--- src/rtl/apcm_pkg.sv ---
`timescale 1ns / 1ps

package apcm_pkg;

    // Sample and result widths.
    localparam int MAG_W      = 24;
    localparam int SQR_W      = 2 * MAG_W - 1;
    localparam int RMS_W      = 24;
    localparam int LEVEL_W    = 31;
    localparam int PROD_W     = 48;
    localparam int ACC_W      = PROD_W + 1;
    localparam int CMP_W      = 37;
    localparam int DEB_W      = 10;
    localparam int CLIP_CNT_W = 16;

    // Configuration port.
    localparam int CFG_IDX_W  = 3;
    localparam int CFG_DATA_W = 24;

    localparam logic [CFG_IDX_W-1:0] REG_PRESENCE_LEVEL  = 3'd0;
    localparam logic [CFG_IDX_W-1:0] REG_ON_DEBOUNCE     = 3'd1;
    localparam logic [CFG_IDX_W-1:0] REG_OFF_DEBOUNCE    = 3'd2;
    localparam logic [CFG_IDX_W-1:0] REG_CLIP_LEVEL      = 3'd3;
    localparam logic [CFG_IDX_W-1:0] REG_CLIP_CHUNK_LIMIT = 3'd4;

    localparam logic [22:0]           PRESENCE_LEVEL_RST = 23'd838;
    localparam logic [DEB_W-1:0]      ON_DEBOUNCE_RST    = 10'd120;
    localparam logic [DEB_W-1:0]      OFF_DEBOUNCE_RST   = 10'd100;
    localparam logic [MAG_W-1:0]      CLIP_LEVEL_RST     = 24'd8388000;
    localparam logic [CLIP_CNT_W-1:0] CLIP_LIMIT_RST     = 16'd25;

    // Smoothing filter, Q16 weights.
    localparam logic [15:0] ALPHA_Q16  = 16'd3277;
    localparam logic [15:0] KEEP_Q16   = 16'd62259;
    localparam logic [15:0] ROUND_HALF = 16'd32768;

    localparam logic [LEVEL_W-1:0]    LEVEL_MAX    = {LEVEL_W{1'b1}};
    localparam logic [CLIP_CNT_W-1:0] CLIP_CNT_MAX = {CLIP_CNT_W{1'b1}};
    localparam logic [DEB_W-1:0]      DEB_MAX      = {DEB_W{1'b1}};

    // Default chunk geometry and the widths that follow from it.
    localparam int MAX_CHUNK_FRAMES_DEF = 256;
    localparam int PICK_STRIDE_DEF      = 8;
    localparam int PICK_MAX_DEF = (MAX_CHUNK_FRAMES_DEF + PICK_STRIDE_DEF - 1) / PICK_STRIDE_DEF;
    localparam int CNT_W_DEF    = $clog2(PICK_MAX_DEF + 1);
    localparam int SUM_W_DEF    = SQR_W + CNT_W_DEF + ((SQR_W + CNT_W_DEF) % 2);

    typedef enum logic [9:0] {
        ST_IDLE    = 10'b0000000001,
        ST_FRAME   = 10'b0000000010,
        ST_ACCUM   = 10'b0000000100,
        ST_DIV     = 10'b0000001000,
        ST_SQRT    = 10'b0000010000,
        ST_EMA_A   = 10'b0000100000,
        ST_EMA_B   = 10'b0001000000,
        ST_EMA_SUM = 10'b0010000000,
        ST_DECIDE  = 10'b0100000000,
        ST_EMIT    = 10'b1000000000
    } state_t;

    typedef struct packed {
        logic take_frame;
        logic frame_step;
        logic accum;
        logic div_init;
        logic div_step;
        logic sqrt_step;
        logic ema_a;
        logic ema_b;
        logic ema_sum;
        logic decide;
        logic chunk_clear;
        logic load_out;
    } cmd_t;

    typedef struct packed {
        logic last;
    } status_t;

endpackage

--- src/rtl/audio_presence_and_clip_monitor_core.sv ---
`timescale 1ns / 1ps
// A frame that does not end its chunk passes through the FRAME and ACCUM states;
// s_ready returns after that. A chunk-end frame then runs the bit-serial divider
// and square root, the smoothing and decision states before its status is presented.
// A new frame is taken only once the previous one is done and s_ready is back high;
// a chunk-end frame takes longer while the previous status request is still waiting.
// Reset: synchronous, active-low aresetn clears all state and loads register defaults.

module audio_presence_and_clip_monitor_core #(
    parameter int MAX_CHUNK_FRAMES = apcm_pkg::MAX_CHUNK_FRAMES_DEF,
    parameter int PICK_STRIDE      = apcm_pkg::PICK_STRIDE_DEF
) (
    input  logic                                aclk,
    input  logic                                aresetn,
    input  logic                                s_valid,
    output logic                                s_ready,
    input  logic signed [apcm_pkg::MAG_W-1:0]   s_left_sample,
    input  logic                                s_chunk_end,
    output logic                                m_valid,
    input  logic                                m_ready,
    output logic                                m_playing,
    output logic                                m_clipping,
    output logic [apcm_pkg::LEVEL_W-1:0]        m_smoothed_level,
    input  logic                                cfg_valid,
    output logic                                cfg_ready,
    input  logic [apcm_pkg::CFG_IDX_W-1:0]      cfg_index,
    input  logic [apcm_pkg::CFG_DATA_W-1:0]     cfg_data
);

    localparam int PICK_MAX = (MAX_CHUNK_FRAMES + PICK_STRIDE - 1) / PICK_STRIDE;
    localparam int CNT_W    = $clog2(PICK_MAX + 1);
    localparam int SUM_RAW  = apcm_pkg::SQR_W + CNT_W;
    localparam int SUM_W    = SUM_RAW + (SUM_RAW % 2);

    apcm_pkg::cmd_t    cmd;
    apcm_pkg::status_t status;

    apcm_ctrl #(
        .SUM_W (SUM_W)
    ) u_ctrl (
        .aclk    (aclk),
        .aresetn (aresetn),
        .s_valid (s_valid),
        .s_ready (s_ready),
        .m_valid (m_valid),
        .m_ready (m_ready),
        .status  (status),
        .cmd     (cmd)
    );

    apcm_dp #(
        .MAX_CHUNK_FRAMES (MAX_CHUNK_FRAMES),
        .PICK_STRIDE      (PICK_STRIDE),
        .CNT_W            (CNT_W),
        .SUM_W            (SUM_W)
    ) u_dp (
        .aclk             (aclk),
        .aresetn          (aresetn),
        .cmd              (cmd),
        .status           (status),
        .s_left_sample    (s_left_sample),
        .s_chunk_end      (s_chunk_end),
        .cfg_valid        (cfg_valid),
        .cfg_ready        (cfg_ready),
        .cfg_index        (cfg_index),
        .cfg_data         (cfg_data),
        .m_playing        (m_playing),
        .m_clipping       (m_clipping),
        .m_smoothed_level (m_smoothed_level)
    );

endmodule

--- src/rtl/apcm_dp.sv ---
`timescale 1ns / 1ps

module apcm_dp #(
    parameter int MAX_CHUNK_FRAMES = apcm_pkg::MAX_CHUNK_FRAMES_DEF,
    parameter int PICK_STRIDE      = apcm_pkg::PICK_STRIDE_DEF,
    parameter int CNT_W            = apcm_pkg::CNT_W_DEF,
    parameter int SUM_W            = apcm_pkg::SUM_W_DEF
) (
    input  logic                                   aclk,
    input  logic                                   aresetn,
    input  apcm_pkg::cmd_t                         cmd,
    output apcm_pkg::status_t                      status,
    input  logic signed [apcm_pkg::MAG_W-1:0]      s_left_sample,
    input  logic                                   s_chunk_end,
    input  logic                                   cfg_valid,
    output logic                                   cfg_ready,
    input  logic [apcm_pkg::CFG_IDX_W-1:0]         cfg_index,
    input  logic [apcm_pkg::CFG_DATA_W-1:0]        cfg_data,
    output logic                                   m_playing,
    output logic                                   m_clipping,
    output logic [apcm_pkg::LEVEL_W-1:0]           m_smoothed_level
);

    localparam int MAG_W      = apcm_pkg::MAG_W;
    localparam int SQR_W      = apcm_pkg::SQR_W;
    localparam int RMS_W      = apcm_pkg::RMS_W;
    localparam int LEVEL_W    = apcm_pkg::LEVEL_W;
    localparam int PROD_W     = apcm_pkg::PROD_W;
    localparam int ACC_W      = apcm_pkg::ACC_W;
    localparam int CMP_W      = apcm_pkg::CMP_W;
    localparam int DEB_W      = apcm_pkg::DEB_W;
    localparam int CLIP_CNT_W = apcm_pkg::CLIP_CNT_W;
    localparam int ROOT_W     = SUM_W / 2;
    localparam int POS_W      = $clog2(MAX_CHUNK_FRAMES + 1);
    localparam int PHASE_W    = (PICK_STRIDE > 1) ? $clog2(PICK_STRIDE) : 1;

    // Configuration registers.
    logic [22:0]           presence_reg;
    logic [DEB_W-1:0]      on_deb_reg;
    logic [DEB_W-1:0]      off_deb_reg;
    logic [MAG_W-1:0]      clip_level_reg;
    logic [CLIP_CNT_W-1:0] clip_limit_reg;

    // Chunk accumulation.
    logic [POS_W-1:0]   pos_reg, pos_next;
    logic [PHASE_W-1:0] phase_reg, phase_next;
    logic [SUM_W-1:0]   sum_reg, sum_next;
    logic [CNT_W-1:0]   count_reg, count_next;

    // Latched frame.
    logic [MAG_W-1:0] mag_reg;
    logic             last_reg;
    logic             pick_reg;
    logic             first_reg;
    logic [SQR_W-1:0] square_reg;

    // Divider and square root.
    logic [CNT_W-1:0]  rem_reg, rem_next;
    logic [ROOT_W-1:0] root_reg, root_next;
    logic [ROOT_W:0]   srem_reg, srem_next;

    // Smoothing and decision.
    logic [PROD_W-1:0]     prod_a_reg;
    logic [PROD_W-1:0]     prod_b_reg;
    logic [LEVEL_W-1:0]    avg_reg, avg_next;
    logic                  playing_reg, playing_next;
    logic                  pending_reg, pending_next;
    logic [DEB_W-1:0]      change_reg, change_next;
    logic [CLIP_CNT_W-1:0] clip_cnt_reg, clip_cnt_next;
    logic                  clip_flag_reg, clip_flag_next;

    logic [MAG_W-1:0]      in_raw;
    logic [MAG_W-1:0]      in_mag;
    logic [2*MAG_W-1:0]    square_full;
    logic [CNT_W:0]        div_shift;
    logic [CNT_W:0]        div_diff;
    logic                  div_ge;
    logic [ROOT_W+2:0]     sq_shift;
    logic [ROOT_W+2:0]     sq_trial;
    logic [ROOT_W+2:0]     sq_diff;
    logic                  sq_ge;
    logic [31:0]           rms_q8;
    logic [ACC_W-1:0]      ema_acc;
    logic [ACC_W-17:0]     ema_q;
    logic [CMP_W-1:0]      avg_w;
    logic [CMP_W-1:0]      lvl_w;
    logic                  enter_hit;
    logic                  exit_hit;
    logic                  candidate;
    logic [DEB_W-1:0]      deb_limit;

    assign cfg_ready = 1'b1;
    assign status.last = last_reg;

    // Two's complement magnitude; the most negative code maps to 2^23.
    assign in_raw = $unsigned(s_left_sample);
    assign in_mag = in_raw[MAG_W-1] ? (~in_raw + MAG_W'(1)) : in_raw;
    assign square_full = mag_reg * mag_reg;

    // One quotient bit per step, the quotient shifts into the sum register.
    assign div_shift = {rem_reg, sum_reg[SUM_W-1]};
    assign div_ge    = div_shift >= {1'b0, count_reg};
    assign div_diff  = div_shift - {1'b0, count_reg};

    // One root bit per step, two radicand bits shift out of the sum register.
    assign sq_shift = {srem_reg, sum_reg[SUM_W-1 -: 2]};
    assign sq_trial = {1'b0, root_reg, 2'b01};
    assign sq_ge    = sq_shift >= sq_trial;
    assign sq_diff  = sq_shift - sq_trial;

    assign rms_q8  = {root_reg[RMS_W-1:0], 8'h00};
    assign ema_acc = ACC_W'(prod_a_reg) + ACC_W'(prod_b_reg) + ACC_W'(apcm_pkg::ROUND_HALF);
    assign ema_q   = ema_acc[ACC_W-1:16];

    // Thresholds scaled by 1.35 and 0.75 in Q8, written as shifts.
    assign avg_w = CMP_W'(avg_reg);
    assign lvl_w = CMP_W'(presence_reg);
    assign enter_hit = ((avg_w << 4) + (avg_w << 2))
                     > ((lvl_w << 12) + (lvl_w << 11) + (lvl_w << 9) + (lvl_w << 8));
    assign exit_hit  = (avg_w << 2) > ((lvl_w << 9) + (lvl_w << 8));
    assign candidate = playing_reg ? exit_hit : enter_hit;
    assign deb_limit = candidate ? on_deb_reg : off_deb_reg;

    always_comb begin
        pos_next   = pos_reg;
        phase_next = phase_reg;
        sum_next   = sum_reg;
        count_next = count_reg;
        if (cmd.chunk_clear) begin
            pos_next   = '0;
            phase_next = '0;
            sum_next   = '0;
            count_next = '0;
        end else if (cmd.take_frame) begin
            if (pos_reg != POS_W'(MAX_CHUNK_FRAMES)) begin
                pos_next = pos_reg + POS_W'(1);
            end
            if (phase_reg == PHASE_W'(PICK_STRIDE - 1)) begin
                phase_next = '0;
            end else begin
                phase_next = phase_reg + PHASE_W'(1);
            end
        end else if (cmd.accum) begin
            if (pick_reg) begin
                sum_next   = sum_reg + SUM_W'(square_reg);
                count_next = count_reg + CNT_W'(1);
            end
        end else if (cmd.div_step) begin
            sum_next = {sum_reg[SUM_W-2:0], div_ge};
        end else if (cmd.sqrt_step) begin
            sum_next = {sum_reg[SUM_W-3:0], 2'b00};
        end
    end

    always_comb begin
        rem_next  = rem_reg;
        root_next = root_reg;
        srem_next = srem_reg;
        if (cmd.div_init) begin
            rem_next  = '0;
            root_next = '0;
            srem_next = '0;
        end else if (cmd.div_step) begin
            rem_next = div_ge ? div_diff[CNT_W-1:0] : div_shift[CNT_W-1:0];
        end else if (cmd.sqrt_step) begin
            root_next = {root_reg[ROOT_W-2:0], sq_ge};
            srem_next = sq_ge ? sq_diff[ROOT_W:0] : sq_shift[ROOT_W:0];
        end
    end

    always_comb begin
        avg_next = avg_reg;
        if (cmd.ema_sum) begin
            if (ema_q > (ACC_W-16)'(apcm_pkg::LEVEL_MAX)) begin
                avg_next = apcm_pkg::LEVEL_MAX;
            end else begin
                avg_next = ema_q[LEVEL_W-1:0];
            end
        end
    end

    always_comb begin
        playing_next = playing_reg;
        pending_next = pending_reg;
        change_next  = change_reg;
        if (cmd.decide) begin
            if (candidate == playing_reg) begin
                change_next  = '0;
                pending_next = playing_reg;
            end else begin
                if (pending_reg != candidate) begin
                    pending_next = candidate;
                    change_next  = DEB_W'(1);
                end else if (change_reg != apcm_pkg::DEB_MAX) begin
                    change_next = change_reg + DEB_W'(1);
                end
                if (change_next >= deb_limit) begin
                    playing_next = candidate;
                    change_next  = '0;
                end
            end
        end
    end

    // Leaky clip counter, fed by the first frame of each chunk.
    always_comb begin
        clip_cnt_next  = clip_cnt_reg;
        clip_flag_next = clip_flag_reg;
        if (cmd.frame_step && first_reg) begin
            if (mag_reg > clip_level_reg) begin
                if (clip_cnt_reg != apcm_pkg::CLIP_CNT_MAX) begin
                    clip_cnt_next = clip_cnt_reg + CLIP_CNT_W'(1);
                end
            end else if (clip_cnt_reg != '0) begin
                clip_cnt_next = clip_cnt_reg - CLIP_CNT_W'(1);
            end
            if (clip_cnt_next > clip_limit_reg) begin
                clip_flag_next = 1'b1;
            end else if (clip_cnt_next == '0) begin
                clip_flag_next = 1'b0;
            end
        end
    end

    always_ff @(posedge aclk) begin
        if (!aresetn) begin
            presence_reg   <= apcm_pkg::PRESENCE_LEVEL_RST;
            on_deb_reg     <= apcm_pkg::ON_DEBOUNCE_RST;
            off_deb_reg    <= apcm_pkg::OFF_DEBOUNCE_RST;
            clip_level_reg <= apcm_pkg::CLIP_LEVEL_RST;
            clip_limit_reg <= apcm_pkg::CLIP_LIMIT_RST;
            pos_reg        <= '0;
            phase_reg      <= '0;
            sum_reg        <= '0;
            count_reg      <= '0;
            last_reg       <= 1'b0;
            avg_reg        <= '0;
            playing_reg    <= 1'b0;
            pending_reg    <= 1'b0;
            change_reg     <= '0;
            clip_cnt_reg   <= '0;
            clip_flag_reg  <= 1'b0;
        end else begin
            if (cfg_valid && cfg_ready) begin
                case (cfg_index)
                    apcm_pkg::REG_PRESENCE_LEVEL:   presence_reg   <= cfg_data[22:0];
                    apcm_pkg::REG_ON_DEBOUNCE:      on_deb_reg     <= cfg_data[DEB_W-1:0];
                    apcm_pkg::REG_OFF_DEBOUNCE:     off_deb_reg    <= cfg_data[DEB_W-1:0];
                    apcm_pkg::REG_CLIP_LEVEL:       clip_level_reg <= cfg_data[MAG_W-1:0];
                    apcm_pkg::REG_CLIP_CHUNK_LIMIT: clip_limit_reg <= cfg_data[CLIP_CNT_W-1:0];
                    default: ;
                endcase
            end
            pos_reg       <= pos_next;
            phase_reg     <= phase_next;
            sum_reg       <= sum_next;
            count_reg     <= count_next;
            if (cmd.take_frame) begin
                last_reg <= s_chunk_end;
            end
            avg_reg       <= avg_next;
            playing_reg   <= playing_next;
            pending_reg   <= pending_next;
            change_reg    <= change_next;
            clip_cnt_reg  <= clip_cnt_next;
            clip_flag_reg <= clip_flag_next;
        end
    end

    always_ff @(posedge aclk) begin
        if (cmd.take_frame) begin
            mag_reg   <= in_mag;
            pick_reg  <= (pos_reg != POS_W'(MAX_CHUNK_FRAMES)) && (phase_reg == '0);
            first_reg <= (pos_reg == '0);
        end
        if (cmd.frame_step) begin
            square_reg <= square_full[SQR_W-1:0];
        end
        rem_reg  <= rem_next;
        root_reg <= root_next;
        srem_reg <= srem_next;
        if (cmd.ema_a) begin
            prod_a_reg <= PROD_W'(apcm_pkg::ALPHA_Q16) * PROD_W'(rms_q8);
        end
        if (cmd.ema_b) begin
            prod_b_reg <= PROD_W'(apcm_pkg::KEEP_Q16) * PROD_W'(avg_reg);
        end
        if (cmd.load_out) begin
            m_playing        <= playing_reg;
            m_clipping       <= clip_flag_reg;
            m_smoothed_level <= avg_reg;
        end
    end

    a_clip_count_only_on_frame: assert property (@(posedge aclk) disable iff (!aresetn)
        $past(aresetn) && !$past(cmd.frame_step) |-> $stable(clip_cnt_reg))
        else $error("clip counter moved outside a frame step");

    a_playing_only_on_decide: assert property (@(posedge aclk) disable iff (!aresetn)
        $past(aresetn) && !$past(cmd.decide) |-> $stable(playing_reg))
        else $error("playing flag moved outside a decision step");

    a_change_cleared_on_switch: assert property (@(posedge aclk) disable iff (!aresetn)
        $past(aresetn) && (playing_reg != $past(playing_reg)) |-> (change_reg == '0))
        else $error("debounce count not cleared when playing state switched");

endmodule

--- src/rtl/apcm_ctrl.sv ---
`timescale 1ns / 1ps

module apcm_ctrl #(
    parameter int SUM_W = apcm_pkg::SUM_W_DEF
) (
    input  logic               aclk,
    input  logic               aresetn,
    input  logic               s_valid,
    output logic               s_ready,
    output logic               m_valid,
    input  logic               m_ready,
    input  apcm_pkg::status_t  status,
    output apcm_pkg::cmd_t     cmd
);

    localparam int ROOT_W = SUM_W / 2;
    localparam int STEP_W = $clog2(SUM_W);

    apcm_pkg::state_t  state_reg, state_next;
    logic [STEP_W-1:0] step_reg, step_next;
    logic              m_valid_reg, m_valid_next;

    assign s_ready = (state_reg == apcm_pkg::ST_IDLE);
    assign m_valid = m_valid_reg;

    always_comb begin
        state_next   = state_reg;
        step_next    = step_reg;
        m_valid_next = m_valid_reg && !m_ready;
        cmd          = '0;
        case (state_reg)
            apcm_pkg::ST_IDLE: begin
                if (s_valid) begin
                    cmd.take_frame = 1'b1;
                    state_next     = apcm_pkg::ST_FRAME;
                end
            end
            apcm_pkg::ST_FRAME: begin
                cmd.frame_step = 1'b1;
                state_next     = apcm_pkg::ST_ACCUM;
            end
            apcm_pkg::ST_ACCUM: begin
                cmd.accum = 1'b1;
                if (status.last) begin
                    cmd.div_init = 1'b1;
                    step_next    = '0;
                    state_next   = apcm_pkg::ST_DIV;
                end else begin
                    state_next = apcm_pkg::ST_IDLE;
                end
            end
            apcm_pkg::ST_DIV: begin
                cmd.div_step = 1'b1;
                if (step_reg == STEP_W'(SUM_W - 1)) begin
                    step_next  = '0;
                    state_next = apcm_pkg::ST_SQRT;
                end else begin
                    step_next = step_reg + STEP_W'(1);
                end
            end
            apcm_pkg::ST_SQRT: begin
                cmd.sqrt_step = 1'b1;
                if (step_reg == STEP_W'(ROOT_W - 1)) begin
                    step_next  = '0;
                    state_next = apcm_pkg::ST_EMA_A;
                end else begin
                    step_next = step_reg + STEP_W'(1);
                end
            end
            apcm_pkg::ST_EMA_A: begin
                cmd.ema_a  = 1'b1;
                state_next = apcm_pkg::ST_EMA_B;
            end
            apcm_pkg::ST_EMA_B: begin
                cmd.ema_b  = 1'b1;
                state_next = apcm_pkg::ST_EMA_SUM;
            end
            apcm_pkg::ST_EMA_SUM: begin
                cmd.ema_sum = 1'b1;
                state_next  = apcm_pkg::ST_DECIDE;
            end
            apcm_pkg::ST_DECIDE: begin
                cmd.decide      = 1'b1;
                cmd.chunk_clear = 1'b1;
                state_next      = apcm_pkg::ST_EMIT;
            end
            apcm_pkg::ST_EMIT: begin
                // The status request waits here until the output register is free.
                if (!m_valid_reg || m_ready) begin
                    cmd.load_out = 1'b1;
                    m_valid_next = 1'b1;
                    state_next   = apcm_pkg::ST_IDLE;
                end
            end
            default: begin
                state_next = apcm_pkg::ST_IDLE;
            end
        endcase
    end

    always_ff @(posedge aclk) begin
        if (!aresetn) begin
            state_reg   <= apcm_pkg::ST_IDLE;
            step_reg    <= '0;
            m_valid_reg <= 1'b0;
        end else begin
            state_reg   <= state_next;
            step_reg    <= step_next;
            m_valid_reg <= m_valid_next;
        end
    end

    a_load_only_when_free: assert property (@(posedge aclk) disable iff (!aresetn)
        cmd.load_out |-> (!m_valid_reg || m_ready))
        else $error("output register overwritten while still holding a request");

    a_valid_rises_from_emit: assert property (@(posedge aclk) disable iff (!aresetn)
        $past(aresetn) && $rose(m_valid_reg) |-> $past(state_reg == apcm_pkg::ST_EMIT))
        else $error("result valid raised outside the emit state");

    a_div_only_after_last: assert property (@(posedge aclk) disable iff (!aresetn)
        $past(aresetn) && (state_reg == apcm_pkg::ST_DIV)
            && $past(state_reg == apcm_pkg::ST_ACCUM) |-> $past(status.last))
        else $error("chunk finish started on a frame that did not end the chunk");

endmodule

--- config.mk ---
export PLATFORM = sky130hd
export DESIGN_NAME = audio_presence_and_clip_monitor_core
export DESIGN_NICKNAME = d
export VERILOG_FILES = /design/src/rtl/apcm_pkg.sv /design/src/rtl/audio_presence_and_clip_monitor_core.sv /design/src/rtl/apcm_dp.sv /design/src/rtl/apcm_ctrl.sv
export SDC_FILE = /design/constraint.sdc
export NUM_CORES = 2
export LEC_CHECK = 0
export BUFFER_PORTS_ARGS = -buffer_cell sky130_fd_sc_hd__clkbuf_2
export CAP_MARGIN = 10
export CORE_MARGIN = 2
export CORE_UTILIZATION = 40
export CTS_BUF_LIST = sky130_fd_sc_hd__clkbuf_2
export DETAILED_ROUTE_END_ITERATION = 10
export PLACE_DENSITY = 0.62
export SETUP_SLACK_MARGIN = 0.15
export SYNTH_ARGS = -nofsm -noshare
export SYNTH_HDL_FRONTEND = slang
export SYNTH_SLANG_ARGS = --single-unit
--- constraint.sdc ---
create_clock -name aclk -period 20.1 [get_ports aclk]
set_input_delay 2.01 -clock aclk [delete_from_list [all_inputs] [get_ports aclk]]
set_output_delay 2.01 -clock aclk [all_outputs]
set_load 0.01 [all_outputs]
# Yosys cells after proc, flatten, opt, wreduce, memory -nomap -nowiden
# Cells that the tools add are included.
dict set report totals {
  ff_bits 483
  out_inout_bits 36
  wordCells 174
}
dict set report op_classes {
  eq_ne 28
  n_mux 50
  n_lt_le_gt_ge 8
  mul 3
  n_addsub 18
  bitwise 5
  reduce_logical 30
}
# operator count
set op_table {}
lappend op_table {{2-to-1 mux 54 bit} 4}
lappend op_table {{2-to-1 mux 10 bit} 11}
lappend op_table {{case mux 10 bit (10 select lines)} 1}
lappend op_table {{2-to-1 mux 16 bit} 4}
lappend op_table {{adder 54 x 47 -> 54 bit} 1}
lappend op_table {{adder 49 x 16 -> 49 bit, second input constant} 1}
lappend op_table {{adder 44 x 47 -> 48 bit} 1}
lappend op_table {{multiplier 16 x 31 -> 47 bit, first input constant} 1}
lappend op_table {{multiplier 24 x 24 -> 47 bit} 1}
lappend op_table {{adder 37 x 31 -> 37 bit} 1}
lappend op_table {{adder 37 x 32 -> 37 bit} 1}
lappend op_table {{> comparator 33 x 37 -> 1 bit} 1}
lappend op_table {{> comparator 37 bit} 1}
lappend op_table {{adder 35 x 33 -> 36 bit} 1}
lappend op_table {{adder 35 x 34 -> 36 bit} 1}
lappend op_table {{multiplier 12 x 24 -> 36 bit, first input constant} 1}
lappend op_table {{adder 32 x 31 -> 33 bit} 1}
lappend op_table {{> comparator 33 x 31 -> 1 bit, second input constant} 1}
lappend op_table {{2-to-1 mux 31 bit} 1}
lappend op_table {{greater-or-equal comparator 30 x 29 -> 1 bit} 1}
lappend op_table {{2-to-1 mux 28 bit} 1}
lappend op_table {{subtractor 28 bit} 1}
lappend op_table {{adder 24 x 1 -> 24 bit, second input constant} 1}
lappend op_table {{> comparator 24 bit} 1}
lappend op_table {{54 further kinds} 102}

# Logic depth before layout (Yosys ltp)
dict set report logic_depth {
  ltp_word 12
  ltp_mapped 52
  mapped_depth_nobuf 50
}

# Cells and area by module
# A second synthesis with hierarchy kept.
dict set report unflattened {
  hier_cells 6609
  area_unflattened_um2 61527.8
}
# mod area_each_um2 cells_per_inst instances
set modules_own_cells {}
lappend modules_own_cells {apcm_dp 60451.7 6478 1}
lappend modules_own_cells {apcm_ctrl 1076.0 131 1}

# Worst setup path before layout
# OpenSTA, ideal clock, no wires.
dict set report synth_path {
  kind {reg2reg}
  start {reg u_dp.presence_reg[0]}
  end {reg u_dp.change_reg[8]}
  t_arrival_ps 9141
  slack_ps 10902
  path_buffers 2
  setup_time_ps 58
  stages_incl_launch_ff 44
  cell_sequence {dfxtp_1 -> ha_1 -> fa_1 -> a211oi_1 -> o21ai_0 -> a31o_2 -> a31oi_2 -> o21ai_1 -> o21ai_0 -> nand2b_1 -> xnor2_1 -> fa_1 -> inv_1 -> ha_1 -> a21o_1 -> a21o_1 -> a21o_1 -> o41a_1 -> [8 not listed] -> nor4_1 -> o41a_1 -> or2_2 -> clkbuf_1 -> mux2i_1 -> ha_1 -> a21o_1 -> a21o_1 -> a21o_1 -> a21o_1 -> a21oi_1 -> o21ai_0 -> a2111o_1 -> nor2_1 -> a2bb2oi_1 -> clkbuf_1 -> o21ai_0 -> o21a_1}
}
dict set report synth_via {
  elab_chain_len 12
  word_cells_on_any_way 16
  cone_classes {add/sub: 4; order compare: 3; eq/ne: 2; mux: 7}
}
# item line
set synth_lines {}
lappend synth_lines {{start: declaration} apcm_dp.sv:38} ;# logic [22:0] presence_reg;
lappend synth_lines {{start signal: assignment} apcm_dp.sv:227} ;# presence_reg <= apcm_pkg::PRESENCE_LEVEL_RST;
lappend synth_lines {{start signal: assignment} apcm_dp.sv:246} ;# apcm_pkg::REG_PRESENCE_LEVEL: presence_reg <= cfg_data[22:0];
lappend synth_lines {{adder 35 x 34 -> 36 bit} apcm_dp.sv:119} ;# > ((lvl_w << 12) + (lvl_w << 11) + (lvl_w << 9) + (lvl_w << 8));
lappend synth_lines {{adder 37 x 32 -> 37 bit} apcm_dp.sv:119}
lappend synth_lines {{adder 37 x 31 -> 37 bit} apcm_dp.sv:119}
lappend synth_lines {{> comparator 37 bit} apcm_dp.sv:119}
lappend synth_lines {{2-to-1 mux 1 bit *} apcm_dp.sv:121} ;# assign candidate = playing_reg ? exit_hit : enter_hit;
lappend synth_lines {{!= test 1 bit} apcm_dp.sv:191} ;# if (pending_reg != candidate) begin
lappend synth_lines {{2-to-1 mux 10 bit} apcm_dp.sv:191}
lappend synth_lines {{2-to-1 mux 10 bit} apcm_dp.sv:187} ;# if (candidate == playing_reg) begin
lappend synth_lines {{2-to-1 mux 10 bit} apcm_dp.sv:186} ;# if (cmd.decide) begin
lappend synth_lines {{greater-or-equal comparator 10 bit} apcm_dp.sv:197} ;# if (change_next >= deb_limit) begin
lappend synth_lines {{2-to-1 mux 10 bit} apcm_dp.sv:197}
lappend synth_lines {{2-to-1 mux 10 bit *} apcm_dp.sv:187}
lappend synth_lines {{end signal: assignment} apcm_dp.sv:264} ;# change_reg <= change_next;
lappend synth_lines {{end: declaration} apcm_dp.sv:68} ;# logic [DEB_W-1:0] change_reg, change_next;
# Every way passes the cells marked *; elsewhere a longest branch is shown, timed or not. The select of a mux whose other input is x is not followed.
# A chain may end at the register's enable or synchronous reset.

# Worst setup path in the final report
# Ends and elaborated chain as after synthesis.

==> flow_summary_export.csv <==
group,metric,value,unit
clocking,numCtsBuffers,140,
detailed_routing,drt.antenna.violating_nets,0,
floorplan,die_h,395,um
sta,tns,0,ns
worst_setup_path,cp_common_cell,"a21o_1",
clocking,cts_resized,0,
detailed_routing,drc,0,
logic_synthesis,synth_most_common_cell,"inv_1",
detailed_routing,vias_per_cell,5.25,
logic_synthesis,synth_edf_count,180,
detailed_routing,drt_iter0_markers,2733,
layout,seqCellArea,0.0113,mm2
global_route,grt_start_max_net_pins,84,
sta,worstMarginPinSlew,1.16,ns
sta,finalSetupViolations,0,
worst_setup_path,start_kind,"register",
sta,timing.final.crit_share,52.6,%
placed_design,place.gp.congestion,0.897,
detailed_routing,num_vias,46400,
detailed_routing,drt_first_pass_iters,7,
sta,max_freq,94.6,MHz
clocking,clk_pin_slew,0.10,ns
worst_setup_path,crit_fanout,13,
logic_synthesis,yosysSeqAreaShare,18.5,%
sta,hold_viol,0,
floorplan,start_util,40.2,%
logic_synthesis,avgSynthCellArea,9.29,um2
logic_synthesis,yosys-top-cells-area,"fa_1 25%, ha_1 17%, dfxtp_1 9.6%",
sta,layout_min_cycle_time,10.57,ns
layout,largest_reg_flops,54,
layout,layout-drive-gt1-share,6.91,%
clocking,ctsHoldBuffers,0,
worst_setup_path,end_kind,"register",
placed_design,dpl.hpwl,120000,um
clocking,clockBufferDepth,3,
clocking,post_cts_buffers,0,
detailed_routing,wl_per_cell,17.4,um
placed_design,place_inst,8573,
floorplan,die_w,395,um
floorplan,pin_count,93,
logic_synthesis,synthCells,6568,
logic_synthesis,synth_top_area_share,25.0,%
worst_setup_path,cp_slowest_stage_delay,0.84,ns
layout,final_cells,8839,
logic_synthesis,synth_ff_type,"dfxtp_1",
clocking,htreeDepth,4,
sta,slew_violations,0,
flow_run,cap_violations,0,
status,outcome,"finished clean",
global_route,grt_usage,20.0,%
layout,multi_input_area,0.0453,mm2
logic_synthesis,async_flop_share,0,%
worst_setup_path,crit_path_top_delay_cell,"a2bb2oi_1",
sta,slew_headroom,22.9,%
placed_design,port_buffers,91,
layout,syn2layout_area_growth,6.91,%
layout,fillers,15100,
global_route,grt_overflow,0,
logic_synthesis,yosysWarnings,0,
logic_synthesis,synth_cell_types,92,
clocking,root_buffer,"clkbuf_2",
sta,rsz0062_at_grt,"false",
worst_setup_path,path_class,"register to register",
global_route,grt_pass1_vias,47600,
floorplan,row_count,143,
layout,layout.nets,8318,
worst_setup_path,cp.required,21.46,ns
logic_synthesis,syn_nets,8200,
clocking,cts.sinks,474,
logic_synthesis,ys_seq_elements,474,
logic_synthesis,synth_area,0.0610,mm2
worst_setup_path,cp.arrival,11.93,ns
floorplan,core-area,0.152,mm2
global_route,antenna_found_initial,7,
worst_setup_path,timing.reg2reg.setup_slack,9.53,ns
sta,fin_skew,0.116,ns
clocking,clock_latency,1.50,ns
min_path,hp-class,"register to register",
floorplan,dieArea,0.156,mm2
logic_synthesis,netlist_top_cells_count,"998 x inv_1, 812 x ha_1, 763 x fa_1",
clocking,cts_tree,"yes",
global_route,grt_pass1_wl,252000,um
logic_synthesis,synth_area_leader_cell,"fa_1",
detailed_routing,wirelength,154000,um
==> logic make-up (layout without fill, tap and decap cells) <==
| family | Yosys count | in the layout | share of synthesized area (%) |
|---|---|---|---|
| other | 1 | 8 | 0.00614 |
| flip-flops | 474 | 474 | 18.5 |
| buffers and inverters | 1184 | 1418 | 7.34 |
| AO/OA/AOI/OAI | 1248 | 1248 | 13.4 |
| AND/OR/NAND/NOR | 1691 | 1691 | 13.3 |
| adder cells (fa/ha/maj) | 1575 | 1575 | 41.7 |
| multiplexers | 47 | 47 | 0.777 |
| XOR/XNOR | 348 | 348 | 5.01 |
==> stage by stage <==
| step | setup slack [ns] | utilization (%) | cell area (um2) | hold WS, ns |
|---|---|---|---|---|
| after CTS | 9.62 | 43.0 | 65200 | 0.459 |
| final | 9.53 | 43.0 | 65300 | 0.457 |
| after floorplan | 10.90 | - | 61000 | 0.409 |
| after global placement | 9.81 | 42.1 | 63900 | 0.444 |
| after detailed placement | 9.68 | 42.1 | 63900 | 0.447 |
| after global routing | 8.66 | 43.0 | 65300 | 0.482 |
==> layout make-up <==
type	count	share of cell area, %
flip-flops and latches	474	17.3
clock inverters	49	0.474
well taps	2030	3.89
repair buffers	158	1.46
diodes	7	0.0268
inverters	1002	5.77
multi-input cells	4910	69.5
clock buffers	209	1.60
==> critical path, delay by kind of cell (launching register included) <==
family / cells / cell delay [ns]
multiplexers: 1 / 0.38
AND/OR/NAND/NOR: 9 / 1.70
buffers and inverters: 1 / 0.07
XOR/XNOR: 2 / 0.40
AO/OA/AOI/OAI: 23 / 5.53
flip-flops: 1 / 0.38
adder cells (fa/ha/maj): 6 / 1.98
==> final timing paths <==
kind,from,end,depth (start not counted)
setup / recovery,u_dp.presence_reg[0],u_dp.change_reg[8],42
hold / removal,u_dp.clip_limit_reg[10],u_dp.clip_limit_reg[10],2
setup reg to reg,u_dp.presence_reg[0],u_dp.change_reg[8],42
hold reg to reg,u_dp.clip_limit_reg[10],u_dp.clip_limit_reg[10],2
==> routing by layer <==
metal / vias up / routed length, um / GRT usage, %
met5: - / 13 / 0
met4: 2 / 3970 / 5.73
met3: 258 / 7220 / 2.91
met2: 970 / 74600 / 33.8
met1: 22800 / 68400 / 26.7
li1: 22400 / - / -
==> layout by cell type (no fill, tap or decap), drive strengths merged, types with 33 or more instances in the layout <==
master  instances
o21bai         42
fa            763
buf            66
nor2          307
dfxtp         294
o211ai         83
nand2b         55
nor3           99
clkinv         43
or3            39
inv          1001
and2          180
a21oi         436
a21o          169
a31oi          33
ha            812
nand3         134
and3           47
o21ai         213
clkbuf        301
nor2b          52
edfxtp        180
o21a           41
a211oi         37
nand2         621
xor2          115
xnor2         233
mux2i          44
a221oi         34
nand4          53
Power is not shown: default switching activity piles up to over one toggle a cycle in this logic, so the estimate is an artifact.
